--- config.mk ---
export PLATFORM = sky130hd
export DESIGN_NAME = handheld_bus_decoder_cart_addresser_flat
export DESIGN_NICKNAME = d
export VERILOG_FILES = /design/src/hbdca_pkg.sv /design/src/hbdca_access_if.sv /design/src/hbdca_result_if.sv /design/src/hbdca_regs.sv /design/src/hbdca_decode.sv /design/src/handheld_bus_decoder_cart_addresser.sv /design/src/flat_wrapper.sv
export VERILOG_INCLUDE_DIRS = /design/src /design/src/src
export SDC_FILE = /design/constraint.sdc
export NUM_CORES = 1
export LEC_CHECK = 0
export BUFFER_PORTS_ARGS = -buffer_cell sky130_fd_sc_hd__buf_4
export CAP_MARGIN = 10
export CORE_UTILIZATION = 55
export CTS_CLUSTER_DIAMETER = 100
export DETAILED_ROUTE_END_ITERATION = 7
export GPL_ROUTABILITY_DRIVEN = 0
export PLACE_DENSITY = 0.78
export SETUP_SLACK_MARGIN = 0.15
export SLEW_MARGIN = 25
export SYNTH_ARGS = -nofsm -noshare
export SYNTH_HDL_FRONTEND = slang
export SYNTH_SLANG_ARGS = --single-unit
--- constraint.sdc ---
create_clock -name clk -period 5.6 [get_ports clk]
set_input_delay 0.28 -clock clk [delete_from_list [all_inputs] [get_ports clk]]
set_output_delay 0.28 -clock clk [all_outputs]
set_load 0.05 [all_outputs]
--- src/handheld_bus_decoder_cart_addresser_macros.svh ---
// ----------------------------------------------------------------------------
// Assertion macros for the bus decoder / cartridge addresser
// Concurrent checks that compile away in synthesis.
// ----------------------------------------------------------------------------
`ifndef HANDHELD_BUS_DECODER_CART_ADDRESSER_MACROS_SVH
`define HANDHELD_BUS_DECODER_CART_ADDRESSER_MACROS_SVH

`ifndef SYNTHESIS
// check with reset disable
`define HBDCA_ASSERT(lbl, clk, rst, prop, msg) \
  lbl: assert property (@(posedge clk) disable iff (rst) prop) else $error(msg);
// check that also holds in reset
`define HBDCA_ASSERT_ALWAYS(lbl, clk, prop, msg) \
  lbl: assert property (@(posedge clk) prop) else $error(msg);
`else
`define HBDCA_ASSERT(lbl, clk, rst, prop, msg)
`define HBDCA_ASSERT_ALWAYS(lbl, clk, prop, msg)
`endif

`endif

--- src/hbdca_pkg.sv ---
// ----------------------------------------------------------------------------
// hbdca_pkg
// Types, register indexes and bus map constants of the bus decoder.
// ----------------------------------------------------------------------------
`timescale 1ns / 1ps
`default_nettype none

package hbdca_pkg;

  localparam int POS_BITS       = 20;
  localparam int ADDR_BITS      = 16;
  localparam int BYTE_BITS      = 8;
  localparam int PAGE_BITS      = 12;
  localparam int CART_BITS      = 21;
  localparam int LOC_BITS       = 21;
  localparam int PROD_BITS      = BYTE_BITS + PAGE_BITS;
  localparam int SUM_BITS       = ((PROD_BITS > POS_BITS) ? PROD_BITS : POS_BITS) + 1;
  localparam int CFG_DATA_BITS  = 21;
  localparam int CFG_INDEX_BITS = 1;

  localparam logic [POS_BITS-1:0] POS_MAX = {POS_BITS{1'b1}};

  localparam logic [CFG_INDEX_BITS-1:0] CFG_PAGE_SIZE  = 1'b0;
  localparam logic [CFG_INDEX_BITS-1:0] CFG_CART_BYTES = 1'b1;

  localparam logic [PAGE_BITS-1:0] PAGE_SIZE_RESET = 12'd2048;

  localparam logic [ADDR_BITS-1:0] ADDR_CART_PORT = 16'hFCB2;
  localparam logic [ADDR_BITS-1:0] ADDR_MAP_CTL   = 16'hFFF9;
  localparam logic [ADDR_BITS-1:0] ADDR_BOOT_BASE = 16'hFE00;
  localparam logic [ADDR_BITS-1:0] ADDR_VECTORS   = 16'hFFFA;
  localparam logic [ADDR_BITS-1:0] ADDR_BOOT_HOLE = 16'hFFF8;
  localparam logic [ADDR_BITS-1:0] ADDR_IO_DATA   = 16'hFD8B;
  localparam logic [ADDR_BITS-1:0] ADDR_STROBE    = 16'hFD87;
  localparam logic [ADDR_BITS-1:0] ADDR_DISP_LO   = 16'hFD94;
  localparam logic [ADDR_BITS-1:0] ADDR_DISP_HI   = 16'hFD95;

  localparam int MAPCTL_VEC_RAM_BIT  = 3;
  localparam int MAPCTL_BOOT_RAM_BIT = 2;

  localparam logic [BYTE_BITS-1:0] MISS_BYTE = 8'hFF;

  typedef enum logic {
    MODE_READ  = 1'b0,
    MODE_WRITE = 1'b1
  } mode_t;

  typedef enum logic [2:0] {
    ROUTE_CART   = 3'd0,
    ROUTE_MISS   = 3'd1,
    ROUTE_MAPCTL = 3'd2,
    ROUTE_BOOT   = 3'd3,
    ROUTE_MEM    = 3'd4
  } route_t;

  typedef struct packed {
    logic [BYTE_BITS-1:0] map_control;
    logic                 io_data_bit;
    logic                 strobe_level;
    logic [POS_BITS-1:0]  cart_position;
    logic [PROD_BITS-1:0] addr_base;
    logic [CART_BITS-1:0] cart_bytes;
  } state_t;

  typedef struct packed {
    logic                 map_we;
    logic [BYTE_BITS-1:0] map_val;
    logic                 io_we;
    logic                 io_val;
    logic                 strobe_we;
    logic                 strobe_val;
    logic                 shift_step;
    logic                 pos_inc;
  } update_t;

  typedef struct packed {
    route_t               route;
    logic [LOC_BITS-1:0]  location;
    logic [BYTE_BITS-1:0] read_value;
    logic                 forward_write;
    logic                 display_flip;
  } result_t;

endpackage

`default_nettype wire

--- src/hbdca_access_if.sv ---
// ----------------------------------------------------------------------------
// hbdca_access_if
// Valid/ready channel carrying one CPU bus access per beat.
// ----------------------------------------------------------------------------
`timescale 1ns / 1ps
`default_nettype none

interface hbdca_access_if;
  logic        valid;
  logic        ready;
  logic        mode;
  logic [15:0] address;
  logic [7:0]  write_byte;

  modport source (output valid, mode, address, write_byte, input ready);
  modport sink (input valid, mode, address, write_byte, output ready);
endinterface

`default_nettype wire

--- src/hbdca_result_if.sv ---
// ----------------------------------------------------------------------------
// hbdca_result_if
// Valid/ready channel carrying one routing result per beat.
// ----------------------------------------------------------------------------
`timescale 1ns / 1ps
`default_nettype none

interface hbdca_result_if;
  logic        valid;
  logic        ready;
  logic [2:0]  route;
  logic [20:0] location;
  logic [7:0]  read_value;
  logic        forward_write;
  logic        display_flip;

  modport source (output valid, route, location, read_value, forward_write, display_flip,
                  input ready);
  modport sink (input valid, route, location, read_value, forward_write, display_flip,
                output ready);
endinterface

`default_nettype wire

--- src/hbdca_regs.sv ---
// ----------------------------------------------------------------------------
// hbdca_regs
// Config registers, map/strobe/shift/position state and the registered
// cartridge block base (shift * page size).
// ----------------------------------------------------------------------------
`timescale 1ns / 1ps
`default_nettype none

module hbdca_regs (
  input  wire logic                                 clk,
  input  wire logic                                 rst,
  input  wire logic                                 cfg_write_en,
  input  wire logic [hbdca_pkg::CFG_INDEX_BITS-1:0] cfg_index,
  input  wire logic [hbdca_pkg::CFG_DATA_BITS-1:0]  cfg_data,
  input  wire logic                                 accept,
  input  wire hbdca_pkg::update_t                   upd,
  output hbdca_pkg::state_t                         st
);
  import hbdca_pkg::*;

  logic [PAGE_BITS-1:0] page_size;
  logic [PAGE_BITS-1:0] page_size_next;
  logic [CART_BITS-1:0] cart_bytes;
  logic [BYTE_BITS-1:0] map_control;
  logic                 io_data_bit;
  logic                 strobe_level;
  logic [BYTE_BITS-1:0] cart_block_shift;
  logic [BYTE_BITS-1:0] cart_block_shift_next;
  logic [POS_BITS-1:0]  cart_position;
  logic [PROD_BITS-1:0] addr_base;

  always_comb begin
    page_size_next = page_size;
    if (cfg_write_en && cfg_index == CFG_PAGE_SIZE) begin
      page_size_next = cfg_data[PAGE_BITS-1:0];
    end
    cart_block_shift_next = cart_block_shift;
    if (accept && upd.shift_step) begin
      cart_block_shift_next = {cart_block_shift[BYTE_BITS-2:0], io_data_bit};
    end
  end

  always_ff @(posedge clk) begin
    if (rst) begin
      page_size  <= PAGE_SIZE_RESET;
      cart_bytes <= '0;
    end else if (cfg_write_en) begin
      page_size <= page_size_next;
      if (cfg_index == CFG_CART_BYTES) begin
        cart_bytes <= cfg_data[CART_BITS-1:0];
      end
    end
  end

  always_ff @(posedge clk) begin
    if (rst) begin
      map_control      <= '0;
      io_data_bit      <= 1'b0;
      strobe_level     <= 1'b0;
      cart_block_shift <= '0;
      cart_position    <= '0;
      addr_base        <= '0;
    end else begin
      cart_block_shift <= cart_block_shift_next;
      // base tracks next shift and page size so the following beat sees it
      addr_base <= PROD_BITS'(cart_block_shift_next) * PROD_BITS'(page_size_next);
      if (accept) begin
        if (upd.map_we) begin
          map_control <= upd.map_val;
        end
        if (upd.io_we) begin
          io_data_bit <= upd.io_val;
        end
        if (upd.strobe_we) begin
          strobe_level <= upd.strobe_val;
        end
        if (upd.shift_step) begin
          cart_position <= '0;
        end else if (upd.pos_inc && cart_position != POS_MAX) begin
          cart_position <= cart_position + POS_BITS'(1);
        end
      end
    end
  end

  assign st.map_control   = map_control;
  assign st.io_data_bit   = io_data_bit;
  assign st.strobe_level  = strobe_level;
  assign st.cart_position = cart_position;
  assign st.addr_base     = addr_base;
  assign st.cart_bytes    = cart_bytes;

endmodule

`default_nettype wire

--- src/hbdca_decode.sv ---
// ----------------------------------------------------------------------------
// hbdca_decode
// Single-pass access decode: routing result and state updates for one beat.
// ----------------------------------------------------------------------------
`timescale 1ns / 1ps
`default_nettype none

module hbdca_decode (
  input  wire logic                            mode,
  input  wire logic [hbdca_pkg::ADDR_BITS-1:0] address,
  input  wire logic [hbdca_pkg::BYTE_BITS-1:0] write_byte,
  input  wire hbdca_pkg::state_t               st,
  output hbdca_pkg::result_t                   res,
  output hbdca_pkg::update_t                   upd
);
  import hbdca_pkg::*;

  logic [SUM_BITS-1:0] cart_addr;
  logic                cart_hit;
  logic                as_ram;

  always_comb begin
    cart_addr = SUM_BITS'(st.addr_base) + SUM_BITS'(st.cart_position);
    cart_hit  = cart_addr < SUM_BITS'(st.cart_bytes);
    as_ram    = (address >= ADDR_VECTORS) ? st.map_control[MAPCTL_VEC_RAM_BIT]
                                          : st.map_control[MAPCTL_BOOT_RAM_BIT];

    res.route         = ROUTE_MEM;
    res.location      = LOC_BITS'(address);
    res.read_value    = '0;
    res.forward_write = 1'b0;
    res.display_flip  = 1'b0;

    upd.map_we     = 1'b0;
    upd.map_val    = write_byte;
    upd.io_we      = 1'b0;
    upd.io_val     = write_byte[1];
    upd.strobe_we  = 1'b0;
    upd.strobe_val = write_byte[0];
    upd.shift_step = 1'b0;
    upd.pos_inc    = 1'b0;

    if (mode == MODE_READ) begin
      if (address == ADDR_CART_PORT) begin
        upd.pos_inc = 1'b1;
        if (cart_hit) begin
          res.route    = ROUTE_CART;
          res.location = cart_addr[LOC_BITS-1:0];
        end else begin
          res.route      = ROUTE_MISS;
          res.location   = '0;
          res.read_value = MISS_BYTE;
        end
      end else if (address == ADDR_MAP_CTL) begin
        res.route      = ROUTE_MAPCTL;
        res.location   = '0;
        res.read_value = st.map_control;
      end else if (address >= ADDR_BOOT_BASE && !as_ram && address != ADDR_BOOT_HOLE) begin
        res.route    = ROUTE_BOOT;
        res.location = LOC_BITS'(address - ADDR_BOOT_BASE);
      end
    end else begin
      res.forward_write = 1'b1;
      if (address == ADDR_IO_DATA) begin
        upd.io_we = 1'b1;
      end else if (address == ADDR_STROBE) begin
        upd.strobe_we  = 1'b1;
        upd.shift_step = write_byte[0] && !st.strobe_level;
      end else if (address == ADDR_DISP_LO || address == ADDR_DISP_HI) begin
        res.display_flip = 1'b1;
      end else if (address == ADDR_MAP_CTL) begin
        upd.map_we = 1'b1;
      end
    end
  end

endmodule

`default_nettype wire

--- src/handheld_bus_decoder_cart_addresser.sv ---
// ----------------------------------------------------------------------------
// handheld_bus_decoder_cart_addresser
// Routes CPU bus accesses to cartridge, cartridge miss, boot ROM, map control or main memory.
//
//   channel   dir   beat content
//   access    in    mode, address, write_byte
//   result    out   route, location, read_value, forward_write, display_flip
//   cfg       in    cfg_write_en, cfg_index, cfg_data (no handshake)
//
// One access per cycle unless stalled; its result sits in the output
// register from the cycle after the access beat. The cartridge base
// (block * page size) is a registered multiply ahead of the decode.
// Output stall holds the result and drops access.ready only while the
// result register is full and not taken. Reset: one cycle, rst high.
// ----------------------------------------------------------------------------
`timescale 1ns / 1ps
`default_nettype none

`include "handheld_bus_decoder_cart_addresser_macros.svh"

module handheld_bus_decoder_cart_addresser (
  input  wire logic                                 clk,
  input  wire logic                                 rst,
  input  wire logic                                 cfg_write_en,
  input  wire logic [hbdca_pkg::CFG_INDEX_BITS-1:0] cfg_index,
  input  wire logic [hbdca_pkg::CFG_DATA_BITS-1:0]  cfg_data,
  hbdca_access_if.sink                              access,
  hbdca_result_if.source                            result
);
  import hbdca_pkg::*;

  logic    accept;
  logic    out_valid;
  result_t out_res;
  result_t res;
  update_t upd;
  state_t  st;

  assign access.ready = !out_valid || result.ready;
  assign accept       = access.valid && access.ready;

  hbdca_regs u_regs (
    .clk          (clk),
    .rst          (rst),
    .cfg_write_en (cfg_write_en),
    .cfg_index    (cfg_index),
    .cfg_data     (cfg_data),
    .accept       (accept),
    .upd          (upd),
    .st           (st)
  );

  hbdca_decode u_decode (
    .mode       (access.mode),
    .address    (access.address),
    .write_byte (access.write_byte),
    .st         (st),
    .res        (res),
    .upd        (upd)
  );

  always_ff @(posedge clk) begin
    if (rst) begin
      out_valid <= 1'b0;
    end else if (accept) begin
      out_valid <= 1'b1;
    end else if (result.ready) begin
      out_valid <= 1'b0;
    end
  end

  always_ff @(posedge clk) begin
    if (accept) begin
      out_res <= res;
    end
  end

  assign result.valid         = out_valid;
  assign result.route         = out_res.route;
  assign result.location      = out_res.location;
  assign result.read_value    = out_res.read_value;
  assign result.forward_write = out_res.forward_write;
  assign result.display_flip  = out_res.display_flip;

  `HBDCA_ASSERT(a_miss_byte, clk, rst, result.valid && out_res.route == ROUTE_MISS |-> result.read_value == MISS_BYTE, "cartridge miss without 0xFF")
  `HBDCA_ASSERT(a_fwd_mem, clk, rst, result.valid && result.forward_write |-> out_res.route == ROUTE_MEM, "forwarded write not routed to memory")
  `HBDCA_ASSERT(a_flip_write, clk, rst, result.valid && result.display_flip |-> result.forward_write, "display flip on a read")
  `HBDCA_ASSERT_ALWAYS(a_reset_empty, clk, $past(rst) |-> !result.valid, "result valid right after reset")

endmodule

`default_nettype wire
--- src/flat_wrapper.sv ---
// flat-port wrapper written by rule: the top's interface ports become plain ports
module handheld_bus_decoder_cart_addresser_flat import hbdca_pkg::*;
  (clk, rst, cfg_write_en, cfg_index, cfg_data, access_valid, access_mode, access_address, access_write_byte, access_ready, result_valid, result_route, result_location, result_read_value, result_forward_write, result_display_flip, result_ready);
  hbdca_access_if access_i ();
  hbdca_result_if result_i ();
  input  wire logic clk;
  input  wire logic rst;
  input  wire logic cfg_write_en;
  input  wire logic [hbdca_pkg::CFG_INDEX_BITS-1:0] cfg_index;
  input  wire logic [hbdca_pkg::CFG_DATA_BITS-1:0] cfg_data;
  input wire logic [$bits(access_i.valid)-1:0] access_valid;
  input wire logic [$bits(access_i.mode)-1:0] access_mode;
  input wire logic [$bits(access_i.address)-1:0] access_address;
  input wire logic [$bits(access_i.write_byte)-1:0] access_write_byte;
  output wire logic [$bits(access_i.ready)-1:0] access_ready;
  output wire logic [$bits(result_i.valid)-1:0] result_valid;
  output wire logic [$bits(result_i.route)-1:0] result_route;
  output wire logic [$bits(result_i.location)-1:0] result_location;
  output wire logic [$bits(result_i.read_value)-1:0] result_read_value;
  output wire logic [$bits(result_i.forward_write)-1:0] result_forward_write;
  output wire logic [$bits(result_i.display_flip)-1:0] result_display_flip;
  input wire logic [$bits(result_i.ready)-1:0] result_ready;
  assign access_i.valid = access_valid;
  assign access_i.mode = access_mode;
  assign access_i.address = access_address;
  assign access_i.write_byte = access_write_byte;
  assign access_ready = access_i.ready;
  assign result_valid = result_i.valid;
  assign result_route = result_i.route;
  assign result_location = result_i.location;
  assign result_read_value = result_i.read_value;
  assign result_forward_write = result_i.forward_write;
  assign result_display_flip = result_i.display_flip;
  assign result_i.ready = result_ready;
  handheld_bus_decoder_cart_addresser u_core (.clk(clk), .rst(rst), .cfg_write_en(cfg_write_en), .cfg_index(cfg_index), .cfg_data(cfg_data), .access(access_i), .result(result_i));
endmodule
### Word level (Yosys, flattened, before mapping)

Index checks and enable logic that the tools add are counted.
Widths: inputs -> output; s select.

| storage, ports and cells | value |
|---|---|
| flip-flop bits (word level) | 126 |
| input port bits | 52 |
| output and inout port bits | 36 |
| word-level logic and storage cells | 85 |

| cells by class | value |
|---|---|
| add/subtract/negate cells | 3 |
| $mul | 1 |
| order comparisons | 3 |
| eq/ne operators | 8 |
| multiplexer cells | 33 |
| bitwise gates (word level) | 2 |
| reduce and logical (&&, ||, !) cells | 20 |

Operators with widths:

| operator | number |
|---|---|
| $eq 16x16->1 const B | 6 |
| $mux 24 | 3 |
| $mux 20 | 2 |
| $ge 16x16->1 const B | 2 |
| $mux 32 | 1 |
| $mux 8 | 3 |
| $mux 22 | 1 |
| $add 20x20->21 | 1 |
| $lt 21x21->1 | 1 |
| $mux 1 | 21 |
| $add 20x1->20 const B | 1 |
| $mul 8x12->20 | 1 |
| $ne 20x20->1 const B | 1 |
| $sub 16x16->17 const B | 1 |
| $ne 16x16->1 const B | 1 |
| $mux 12 | 1 |
| $reduce_and 2->1 | 5 |
| $logic_and 1x1->1 | 7 |
| $reduce_bool 2->1 | 2 |
| $logic_not 1->1 | 3 |
| $reduce_or 3->1 | 1 |
| $logic_or 1x1->1 | 2 |
| $mux 2 | 1 |
| $not 1->1 | 2 |

### Logic depth before layout (Yosys ltp)

Gate-level depths: netlist of the first run.

| depth | value |
|---|---|
| depth after elaboration | 9 |
| depth in mapped cells | 25 |
| depth with buffers taken out | 22 |

### Hierarchy

From an unflattened synthesis of the first run, not the netlist that was laid out.

| unflattened totals | value |
|---|---|
| cells, all modules | 1107 |
| area total of the unflattened synthesis | 9729.3 um^2 |

Modules (own cells, without submodules):

| module | times used | cells an instance | area an instance (um^2) | sequential area each (um^2) |
|---|---|---|---|---|
| hbdca_regs | 1 | 748 | 6386.1 | 1821.7 |
| hbdca_decode | 1 | 320 | 2267.2 | 0.0 |
| handheld_bus_decoder_cart_addresser | 1 | 39 | 1076.0 | 1041.0 |

### Worst setup path before layout of the first run

No wires, ideal clock.

| timing path | value |
|---|---|
| path type | register -> register |
| from | register u_core.out_valid, in the netlist u_core.result.valid |
| to | register u_core.u_regs.addr_base[17] |
| setup time | 0.128 ns |
| arrival time | 5.883 ns |
| required time | 5.472 ns |
| slack | -0.410 ns |
| stages on the path, launching flop included | 23 |
| buffers on the path | 2 |
| period minus slack after synthesis | 6.010 ns |
| cells stage by stage | dfxtp_1 nand2b_1 nand2_1 inv_1 and2_4 buf_12 mux2i_1 buf_6 or2_1 fa_1 fa_1 inv_1 fa_1 inv_1 fa_1 inv_1 ha_1 or3_1 o221a_2 o21a_1 a41oi_1 xor2_1 nor2_1 |

| on the way | value |
|---|---|
| cells in the longest elaborated chain, start to end | 6 |

RTL lines:

| item | line | source |
|---|---|---|
| start, declared | handheld_bus_decoder_cart_addresser.sv:33 | `logic out_valid;` |
| start signal, assigned | handheld_bus_decoder_cart_addresser.sv:64 | `out_valid <= 1'b0;` |
| start signal, assigned | handheld_bus_decoder_cart_addresser.sv:66 | `out_valid <= 1'b1;` |
| start signal, assigned | handheld_bus_decoder_cart_addresser.sv:68 | `out_valid <= 1'b0;` |
| $logic_not 1->1 | handheld_bus_decoder_cart_addresser.sv:39 | `assign access.ready = !out_valid \|\| result.ready;` |
| $logic_or 1x1->1 | handheld_bus_decoder_cart_addresser.sv:39 |  |
| net access_ready | flat_wrapper.sv:15 | `output wire logic [$bits(access_i.ready)-1:0] access_ready;` |
| $logic_and 1x1->1 | handheld_bus_decoder_cart_addresser.sv:40 | `assign accept = access.valid && access.ready;` |
| $logic_and 1x1->1 | hbdca_regs.sv:38 | `if (accept && upd.shift_step) begin` |
| $mux 8 | hbdca_regs.sv:38 |  |
| $mul 8x12->20 | hbdca_regs.sv:66 | `addr_base <= PROD_BITS'(cart_block_shift_next) * PROD_BITS'(page_size_next);` |
| end signal, assigned | hbdca_regs.sv:66 |  |
| end, declared | hbdca_regs.sv:30 | `logic [PROD_BITS-1:0] addr_base;` |

The timed path passes the listed nets, and every way through them passes these cells.
A chain may end at the register's enable or synchronous reset.

### Worst setup path in the final report of the first run

| timing path | value |
|---|---|
| from | register u_core.u_regs.strobe_level |
| to | register u_core.u_regs.addr_base[16] |

| on the way | value |
|---|---|
| cells in the longest elaborated chain, start to end | 8 |

RTL lines:

| item | line | source |
|---|---|---|
| start, declared | hbdca_regs.sv:26 | `logic strobe_level;` |
| start signal, assigned | hbdca_regs.sv:75 | `strobe_level <= upd.strobe_val;` |
| $logic_not 1->1 | hbdca_decode.sv:68 | `upd.shift_step = write_byte[0] && !st.strobe_level;` |
| $logic_and 1x1->1 | hbdca_decode.sv:68 |  |
| $mux 1 | hbdca_decode.sv:66 | `end else if (address == ADDR_STROBE) begin` |
| $mux 1 | hbdca_decode.sv:64 | `if (address == ADDR_IO_DATA) begin` |
| $mux 1 | hbdca_decode.sv:43 | `if (mode == MODE_READ) begin` |
| $logic_and 1x1->1 | hbdca_regs.sv:38 |  |
| $mux 8 | hbdca_regs.sv:38 |  |
| $mul 8x12->20 | hbdca_regs.sv:66 |  |

Every way passes these cells.

==> results of run 1 <==
kinds of logic after synthesis:
logic type | synth area share, %
AND/OR/NAND/NOR | 20.0
AO/OA/AOI/OAI | 12.2
buffers and inverters | 6.89
adder cells (fa/ha/maj) | 23.9
flip-flops | 30.5
XOR/XNOR | 3.26
multiplexers | 3.24
routing by layer:
metal	global-route usage [%]	vias up	wire length, um
li1	-	3961	-
met1	34.3	3984	10200
met4	11.4	0	579
met5	0	-	0
met2	50.2	246	12000
met3	4.87	51	1280
state kept, by name, summed over array words and instances, names as in the netlist:
name                            flops
u_core.u_regs.cart_bytes           21
u_core.u_regs.strobe_level          1
u_core.u_regs.cart_position        20
u_core.result.forward_write         1
u_core.result.route                 3
u_core.u_regs.page_size            12
u_core.result.read_value            8
u_core.result.location             21
u_core.u_regs.addr_base            20
u_core.result.valid                 1
u_core.result.display_flip          1
u_core.u_regs.cart_block_shift      8
u_core.u_regs.io_data_bit           1
u_core.u_regs.map_control           8
through the flow:
stage	util, %	setup slack (ns)	setup TNS, ns	hold WS [ns]
6_report	72.5	0.0166	0	0.0912
5_1_grt	72.5	-0.132	-0.652	0.102
4_1_cts	71.6	-0.0161	-0.0161	0.0849
3_5_place_dp	66.8	-0.456	-2.43	0.448
3_3_place_gp	66.8	-0.356	-1.77	0.442
2_1_floorplan	-	0.132	0	0.379
worst paths after layout:
path	slack, ns	from	end
worst max-delay path	0.02	u_core.u_regs.strobe_level	u_core.u_regs.addr_base[16]
worst min-delay path	0.09	access_write_byte[7]	u_core.u_regs.map_control[7]
worst max register to register	0.02	u_core.u_regs.strobe_level	u_core.u_regs.addr_base[16]
worst min register to register	0.46	u_core.u_regs.cart_bytes[16]	u_core.u_regs.cart_bytes[16]
worst min-delay path, cell delays in order:
cell and delay, ns:
buf_4 0.08, mux2i_1 0.05, nor2_1 0.07
power by group through the flow:
| stage | clock network (mW) | registers, mW | logic (mW) |
|---|---|---|---|
| 2_1_floorplan | 0 | 1.03 | 0.0765 |
| 3_3_place_gp | 0 | 0.989 | 0.227 |
| 3_5_place_dp | 0 | 0.990 | 0.230 |
| 4_1_cts | 1.05 | 0.970 | 0.232 |
| 5_1_grt | 1.09 | 0.972 | 0.248 |
| 6_report | 1.04 | 0.970 | 0.234 |
cell usage after synthesis (all sizes together), types with 5 or more instances:
cell and n:
a211oi 7, a21o 9, a21oi 54, a31o 6, a31oi 6, and2 5, and3 12, buf 19
clkbuf 13, dfxtp 92, edfxtp 34, fa 61, ha 82, inv 126, mux2i 30, nand2 88
nand2b 8, nand3 23, nand4 20, nor2 159, nor2b 8, nor3 15, nor4 5, o211ai 5
o21a 16, o21ai 36, o21bai 7, or2 24, or3 9, xnor2 7, xor2 28
layout by cell type, fill, tap and decap left out, types with 11 or more instances in the layout:
cell type | netlist | layout
a21oi_1 | 53 | 51
and3_1 | 12 | 11
buf_4 | 1 | 190
clkbuf_16 | 0 | 17
dfxtp_1 | 92 | 90
edfxtp_1 | 34 | 34
fa_1 | 61 | 57
ha_1 | 82 | 73
inv_1 | 126 | 119
mux2i_1 | 29 | 22
nand2_1 | 88 | 88
nand3_1 | 21 | 21
nand4_1 | 20 | 20
nor2_1 | 158 | 153
nor3_1 | 13 | 12
o21a_1 | 16 | 15
o21ai_0 | 33 | 31
or2_1 | 19 | 19
xor2_1 | 28 | 28
layout make-up:
cell class | count | area share [%]
tap | 220 | 2.28
multi-input combinational | 774 | 51.8
clock inverter | 14 | 0.975
inverter | 126 | 3.92
timing repair buffer | 205 | 13.6
sequential | 126 | 23.8
clock buffer | 18 | 3.64
repair_timing:
| action | in CTS | in global routing |
|---|---|---|
| pin swaps | 28 | 17 |
| endpoints found under the setup margin | 8 | 11 |
| resized for setup | 24 | 15 |
| buffers inserted | 18 | 7 |
==> impl_metrics.yaml, run 1 <==
power_and_ir_drop:
  p_leak_nw: 5.57
  seq_power_share_pct: 43.2
  power_frac_clock_pct: 46.3
  irDropWorstVdd_v: 0.000211
  combPwrFrac_pct: 10.4
  finalPower_mw: 2.25
  p_switching_mw: 0.582
  power.switching_fraction_pct: 25.9
  power.density_nw_per_um2: 186
  p_int_mw: 1.66
die:
  die-area_sq_um: 17600
  effective_utilization_at_floorplan_pct: 56.4
  placeableCoreArea_sq_um: 16600
  die_height_um: 133
  row_count: 47
  number_of_top_level_pins: 88
  fp.dieW_um: 133
synthesis:
  netlist.top_cell.by_area: "dfxtp_1"
  synth_area_sq_um: 9390
  synth_cell_types: 78
  syn-num-nets: 1253
  synthFlopType: "dfxtp_1"
  synthesis_warnings: 0
  proportion_of_synthesized_flip_flops_having_asynchronous_set_or_reset_pct: 0
  synthDominantCellAreaShare_pct: 19.6
  synth-seq-cells: 126
  synth-edff-count: 34
  ys_top_cells_by_area: "dfxtp_1 (20%), fa_1 (13%), ha_1 (11%)"
  synthesis.instances: 1058
  synth-seq-area-share_pct: 30.5
  post_synthesis_average_cell_area_sq_um: 8.88
critical_path:
  startpoint_to_endpoint_class_of_the_critical_path: "register to register"
  required_ns: 5.97
  path_depth: 21
  max_stage_delay_ns: 0.53
  nature_of_the_critical_path_endpoint: "register"
  crit_path_frequent_cell: "fa_1"
  worstSetupStartpointType: "register"
  path_max_fanout: 4
  reg2reg_depth: 21
  worstPathArrival_ns: 5.95
  cell_chain_critical_path: "or3_4 > nor4_4 > and2_4 > buf_12 > mux2i_4 > buf_6 > buf_12 > nor2_4 > fa_1 > fa_1 > fa_1 > inv_1 > fa_1 > inv_2 > ha_4 > and3_4 > o221ai_2 > a21boi_2 > o21ai_2 > or4b_1 > nand3_1"
  critical_path_buf_inv_count: 5
  timing.critical_path.max_delay_family: "adder cells"
  critical_path.slowest_cell: "fa_1"
final_layout:
  antennaDiodeCount: 0
  final_layout_size_suffix_gt1_share_pct: 24.8
  multi_input_area_sq_um: 6250
  layout.nets: 1445
  areaGrowthSynthToFinish_pct: 28.4
  final_cell_area_sq_um: 12100
  instances_no_fill: 1483
  sequential_cell_area_sq_um: 2870
  final.fill_count: 1163
placement:
  dpl.cell_count: 1426
  detailedPlacementHpwl_um: 18100
  post_dp_cell_area_sq_um: 11100
  io_buffers: 87
clocking:
  clk_pin_slew_worst_paths_ns: 0.06
  clock_insertion_delay_worst_skew_ns: 0.43
  cts_made_buffers: 17
  cts-hold-fix-buffers: 0
  tritoncts_clock_tree: "done"
  h-tree-depth: 4
  cts_max_path_buffers: 2
  number_of_clock_sinks_seen_by_cts: 126
  clock-root-buffer: "clkbuf_16"
run_status:
  run_status: "completed"
detailed_routing:
  route.detailed.vias_per_inst: 5.56
  first_pass_iters: 5
  drc_errors: 0
  num_vias: 8242
  route.antenna.remaining_nets: 0
  totalWireLength_um: 24000
  count_of_routing_violations_after_the_opening_detailed_route_iteration: 484
  wl_per_cell_um: 16.2
global_route:
  grt_antenna_before_repair: 0
  grt_first_pass_wirelength_um: 39400
  pin_count_of_the_biggest_net_entering_global_routing: 79
  global_route.usage.total_pct: 28.4
  first_global_vias: 8353
  gr-total-overflow: 0
sta:
  worst_case_headroom_to_the_max_slew_limit_pct: 38.0
  fin_crit_ns: 5.58
  fin_crit_sh_pct: 99.7
  finalClockSkew_ns: 0.00964
  report.final.setup_viol: 0
  final-hold-violation-count: 0
  max_slew.worst_pin.slew_ns: 0.930
  number_of_slew_limit_violations_in_the_final_report: 0
  timing.fmax_mhz: 179
  rsz0062_at_grt: "true"
hold_path:
  min_path_cells: 3
  hold_class: "input pin to register"
run:
  max_cap_viol_count: 0
Power figures use the tool's default switching activity.
==> run 2: changes to the inputs <==
Settings changed: SYNTH_HIERARCHICAL set to 1.
==> run 2 against run 1 <==
Against the previous run: register-to-register slack improved by 0.45 ns; first-iteration DRC count is 39% higher; critical path type is now input pin to register; clock power about the same; synthesized cell count increased by 4.5%; largest cell class unchanged; clock skew shrank 0.0019 ns; sequential share of layout area shrank 0.22 points.
==> impl_metrics.yaml, run 2 <==
detailed_routing:
  post_route_m1_wl_um: 10300
  route.antenna.remaining_nets: 0
  first_pass_iters: 5
  totalWireLength_um: 25400
  met2_wirelength_um: 12500
  num_vias: 8563
  drc_errors: 0
  topRoutingLayerUsed: "met4"
  route.detailed.vias_per_inst: 5.75
  wl_per_cell_um: 17.0
  count_of_routing_violations_after_the_opening_detailed_route_iteration: 673
  wl_met3_um: 1560
sta:
  fin_crit_sh_pct: 99.9
  worst_case_headroom_to_the_max_slew_limit_pct: 36.0
  number_of_slew_limit_violations_in_the_final_report: 0
  finalClockSkew_ns: 0.00770
  finalSetupTns_ns: 0
  rsz0062_at_grt: "true"
  timing.fmax_mhz: 179
  final-hold-violation-count: 0
  max_slew.worst_pin.slew_ns: 0.953
  fin_crit_ns: 5.59
  postLayoutSetupSlackWorst_ns: 0.00678
  report.final.setup_viol: 0
  hold_ws_ns: 0.106
die:
  die-area_sq_um: 18200
  die_height_um: 135
  row_count: 48
  placeableCoreArea_sq_um: 17300
  effective_utilization_at_floorplan_pct: 56.2
  fp.dieW_um: 135
  number_of_top_level_pins: 88
clocking:
  number_of_clock_sinks_seen_by_cts: 126
  clock_insertion_delay_worst_skew_ns: 0.42
  tritoncts_clock_tree: "done"
  cts_made_buffers: 17
  h-tree-depth: 4
  cts-hold-fix-buffers: 0
  clock-root-buffer: "clkbuf_16"
  clk_pin_slew_worst_paths_ns: 0.06
  cts_max_path_buffers: 2
critical_path:
  worstPathArrival_ns: 5.90
  required_ns: 5.91
  path_max_fanout: 7
  nature_of_the_critical_path_endpoint: "register"
  startpoint_to_endpoint_class_of_the_critical_path: "input pin to register"
  worstSetupStartpointType: "input pin"
global_route:
  global_route.usage.total_pct: 28.5
  grt_first_pass_wirelength_um: 40300
  first_global_vias: 8386
  gr-total-overflow: 0
  grt_antenna_before_repair: 0
  pin_count_of_the_biggest_net_entering_global_routing: 83
synthesis:
  post_synthesis_average_cell_area_sq_um: 8.79
  synth_area_sq_um: 9720
  syn-num-nets: 1301
  synthesis.instances: 1106
  synthesis_warnings: 6
final_layout:
  final_cell_area_sq_um: 12200
  multi_input_area_sq_um: 6620
  antennaDiodeCount: 0
  final.fill_count: 1266
  final_layout_size_suffix_gt1_share_pct: 26.6
  sequential_cell_area_sq_um: 2860
  fin_util_pct: 70.3
  layout.nets: 1447
  instances_no_fill: 1490
  areaGrowthSynthToFinish_pct: 25.1
  layout_common_cells: "buf_4 (167), nor2_1 (133), inv_1 (105)"
  final_common_cell: "buf_4"
placement:
  detailedPlacementHpwl_um: 18700
  post_dp_cell_area_sq_um: 11300
  place_worst_setup_slack_ns: -0.601
  io_buffers: 87
  dpl.cell_count: 1440
hold_path:
  hold_class: "input pin to register"
power_and_ir_drop:
  power.density_nw_per_um2: 188
  irDropWorstVdd_v: 0.000207
  finalPower_mw: 2.28
  p_leak_nw: 5.57
run:
  max_cap_viol_count: 0
run_status:
  run_status: "completed"
run 2: cell type report:
| type | instances | area share [%] |
|---|---|---|
| inverter | 113 | 3.49 |
| multi-input combinational | 816 | 54.4 |
| clock inverter | 12 | 0.988 |
| sequential | 126 | 23.5 |
| timing repair buffer | 178 | 11.5 |
| clock buffer | 20 | 3.67 |
| tap | 225 | 2.32 |
run 2: where the power goes:
part	switching, mW	internal, mW	leakage (nW)
Sequential	0.00889	0.961	1.08
Clock	0.409	0.661	0.273
Combinational	0.155	0.0854	4.22
Total	0.573	1.71	5.57
run 2: what timing repair did:
item / in CTS / in global routing
pin swaps: 18 / 20
setup buffers: 11 / 7
resized for setup: 12 / 34
endpoints found under the setup margin: 9 / 11
gates cloned: 0 / 0
run 2: routing by layer:
metal	vias up	GRT usage [%]
li1	4073	-
met1	4053	33.9
met2	363	50.2
met3	74	4.62
met4	0	13.2
met5	-	0
run 2: critical path: stages:
cell and delay [ns]:
buf_6 0.10, nor4bb_4 0.31, nand2_2 0.13, nor4_4 0.30, and3_1 0.20, and3b_2 0.27, nand2_8 0.13, mux2i_4 0.25
or2_4 0.26, fa_1 0.50, fa_1 0.51, inv_1 0.05, fa_1 0.49, inv_1 0.05, fa_1 0.49, inv_2 0.04
ha_4 0.23, buf_6 0.12, nand4_1 0.15, a31oi_4 0.12, o32a_1 0.43, a21oi_2 0.17, mux2_4 0.30
run 2: final timing paths:
path                                from                            to  slack, ns  cells after the start
min reg2reg  u_core/u_regs/cart_bytes[2]   u_core/u_regs/cart_bytes[2]       0.45                      2
min                         cfg_data[13]  u_core/u_regs/cart_bytes[13]       0.11                      3
max                    access_address[9]   u_core/u_regs/addr_base[18]      0.007                     23
max reg2reg          u_core/result.valid   u_core/u_regs/addr_base[18]       0.47                     19
==> run 3: changes to the inputs <==
Settings changed: CORE_UTILIZATION 55 to 60, PLACE_DENSITY 0.78 to 0.8.
Clock period 5.6 ns to 6.3 ns, I/O delays scaled along.
==> run 3 against run 2 <==
Against the previous run: final cell count is 3.6% lower; setup slack better by 0.45 ns; die area is 8.2% lower; highest routed layer unchanged; non-clock buffer count is 45 lower; power is 10% lower; flip-flop and latch count stayed put; largest power group unchanged; clock skew is 0.0031 ns higher; sequential share of layout area is 1.7 points higher; routed wire length is 2.5% lower; largest cell class unchanged; via count is 1.0% lower.
==> impl_metrics.yaml, run 3 (synthesis gave the netlist of run 2 again) <==
final_layout:
  antennaDiodeCount: 0
  instances_no_fill: 1436
  final.fill_count: 1151
  layout_common_cells: "nor2_1 (151), buf_4 (133), inv_1 (113)"
  areaGrowthSynthToFinish_pct: 16.8
  multi_input_area_sq_um: 6220
  fin_util_pct: 71.8
  layout.nets: 1402
  sequential_cell_area_sq_um: 2860
  final_layout_size_suffix_gt1_share_pct: 19.1
  final_common_cell: "nor2_1"
critical_path:
  critPathCapture: "u_core/u_regs/addr_base[12]"
  rr_startpoint: "u_core/result.valid"
  path_max_fanout: 7
  worstSetupStartpointType: "input pin"
  critical_path.slowest_cell: "a2111oi_0"
  worstPathArrival_ns: 6.20
  reg2reg_slack_ns: 0.89
  max_stage_delay_ns: 0.63
  reg2reg_depth: 18
  critical_path_buf_inv_count: 5
  nature_of_the_critical_path_endpoint: "register"
  path_depth: 22
  crit_path_frequent_cell: "fa_1"
  r2r-end: "u_core/u_regs/addr_base[12]"
  timing.critical_path.max_delay_family: "adder cells"
  cell_chain_critical_path: "buf_4 > nor4bb_2 > nand2_1 > nor4_4 > and3_1 > and3b_2 > nand2_4 > mux2i_4 > or2_2 > fa_1 > fa_1 > inv_1 > fa_1 > inv_1 > fa_1 > inv_1 > ha_1 > nand4_1 > nand3_1 > nand4_1 > a2111oi_0 > buf_4"
  required_ns: 6.66
  worstSetupStartpoint: "access_address[9]"
  startpoint_to_endpoint_class_of_the_critical_path: "input pin to register"
sta:
  timing.fmax_mhz: 171
  hold_ws_ns: 0.144
  final-hold-violation-count: 0
  fin_crit_sh_pct: 92.8
  finalClockSkew_ns: 0.0108
  rsz0062_at_grt: "false"
  postLayoutSetupSlackWorst_ns: 0.455
  fin_crit_ns: 5.85
  max_slew.worst_pin.slew_ns: 0.964
  worst_case_headroom_to_the_max_slew_limit_pct: 35.3
  report.final.setup_viol: 0
  number_of_slew_limit_violations_in_the_final_report: 0
detailed_routing:
  first_pass_iters: 5
  wl_per_cell_um: 17.2
  drc_errors: 0
  route.antenna.remaining_nets: 0
  totalWireLength_um: 24700
  route.detailed.vias_per_inst: 5.90
  count_of_routing_violations_after_the_opening_detailed_route_iteration: 668
  num_vias: 8475
run:
  max_cap_viol_count: 0
global_route:
  first_global_vias: 8360
  grt_antenna_before_repair: 0
  pin_count_of_the_biggest_net_entering_global_routing: 83
  global_route.usage.total_pct: 30.6
  grt_first_pass_wirelength_um: 39700
  gr-total-overflow: 0
placement:
  place_worst_setup_slack_ns: -0.213
  io_buffers: 87
  detailedPlacementHpwl_um: 18400
  dpl.cell_count: 1402
power_and_ir_drop:
  irDropWorstVdd_v: 0.000166
  finalPower_mw: 2.04
  power.density_nw_per_um2: 180
  p_leak_nw: 5.34
hold_path:
  hold_class: "input pin to register"
clocking:
  cts_made_buffers: 17
  cts_max_path_buffers: 2
  clk_pin_slew_worst_paths_ns: 0.06
  h-tree-depth: 4
  clock-root-buffer: "clkbuf_16"
  number_of_clock_sinks_seen_by_cts: 126
  clock_insertion_delay_worst_skew_ns: 0.42
  tritoncts_clock_tree: "done"
  cts-hold-fix-buffers: 0
die:
  fp.dieW_um: 129
  number_of_top_level_pins: 88
  die-area_sq_um: 16700
  die_height_um: 129
  effective_utilization_at_floorplan_pct: 61.4
  placeableCoreArea_sq_um: 15800
  row_count: 46
run_status:
  run_status: "completed"
[run 3: stage by stage]
step	area [sq um]	TNS, ns
floorplan	9740	0
global placement	10700	0
detailed placement	10700	-0.827
CTS	11300	0
global route	11400	0
finish	11400	0
[run 3: area by class of cell]
class	count	area share, %
Clock inverter	14	1.29
Sequential cell	126	25.2
Timing Repair Buffer	133	8.79
Multi-Input combinational cell	816	54.7
Clock buffer	18	3.87
Tap cell	216	2.38
Inverter	113	3.73
[run 3: report_power, final]
part           total [mW]  switching (mW)  internal [mW]
combinational       0.205           0.135         0.0700
sequential          0.861         0.00752          0.854
clock               0.975           0.407          0.568
total                2.04           0.550           1.49
[run 3: layer usage]
layer	GRT usage [%]	share of wire, %	vias up
li1	-	-	3967
met1	37.8	41	4057
met2	52.2	48	381
met3	5.99	7.7	70
met4	12.9	3.6	0
met5	0	0	-
[run 3: repair_timing]
| action | CTS | global route |
|---|---|---|
| endpoints found under the setup margin | 0 | 10 |
| buffers inserted | 0 | 2 |
| resized for setup | 0 | 10 |
[run 3: worst reg2reg max path, cell delays in order (launching register included)]
cell	delay, ns
dfxtp_1	0.39
nand2b_4	0.08
and2_4	0.18
nand2_4	0.17
mux2i_2	0.46
or2_2	0.20
fa_1	0.44
fa_1	0.55
inv_1	0.06
fa_1	0.54
inv_1	0.06
fa_1	0.53
inv_1	0.04
ha_1	0.35
nand4_1	0.14
nand3_1	0.19
nand4_1	0.14
a2111oi_0	0.63
buf_4	0.22
[run 3: worst min path at each step]
stage	startpoint	to	slack (ns)	cells past startpoint
after floorplan	rst	u_core/result.valid	0.38	1
after CTS	cfg_data[14]	u_core/u_regs/cart_bytes[14]	0.14	3
after global routing	cfg_data[14]	u_core/u_regs/cart_bytes[14]	0.15	3
after global placement	u_core/u_regs/strobe_level	u_core/u_regs/strobe_level	0.44	2
after detailed placement	u_core/u_regs/cart_bytes[20]	u_core/u_regs/cart_bytes[20]	0.45	2
final	cfg_data[14]	u_core/u_regs/cart_bytes[14]	0.14	3
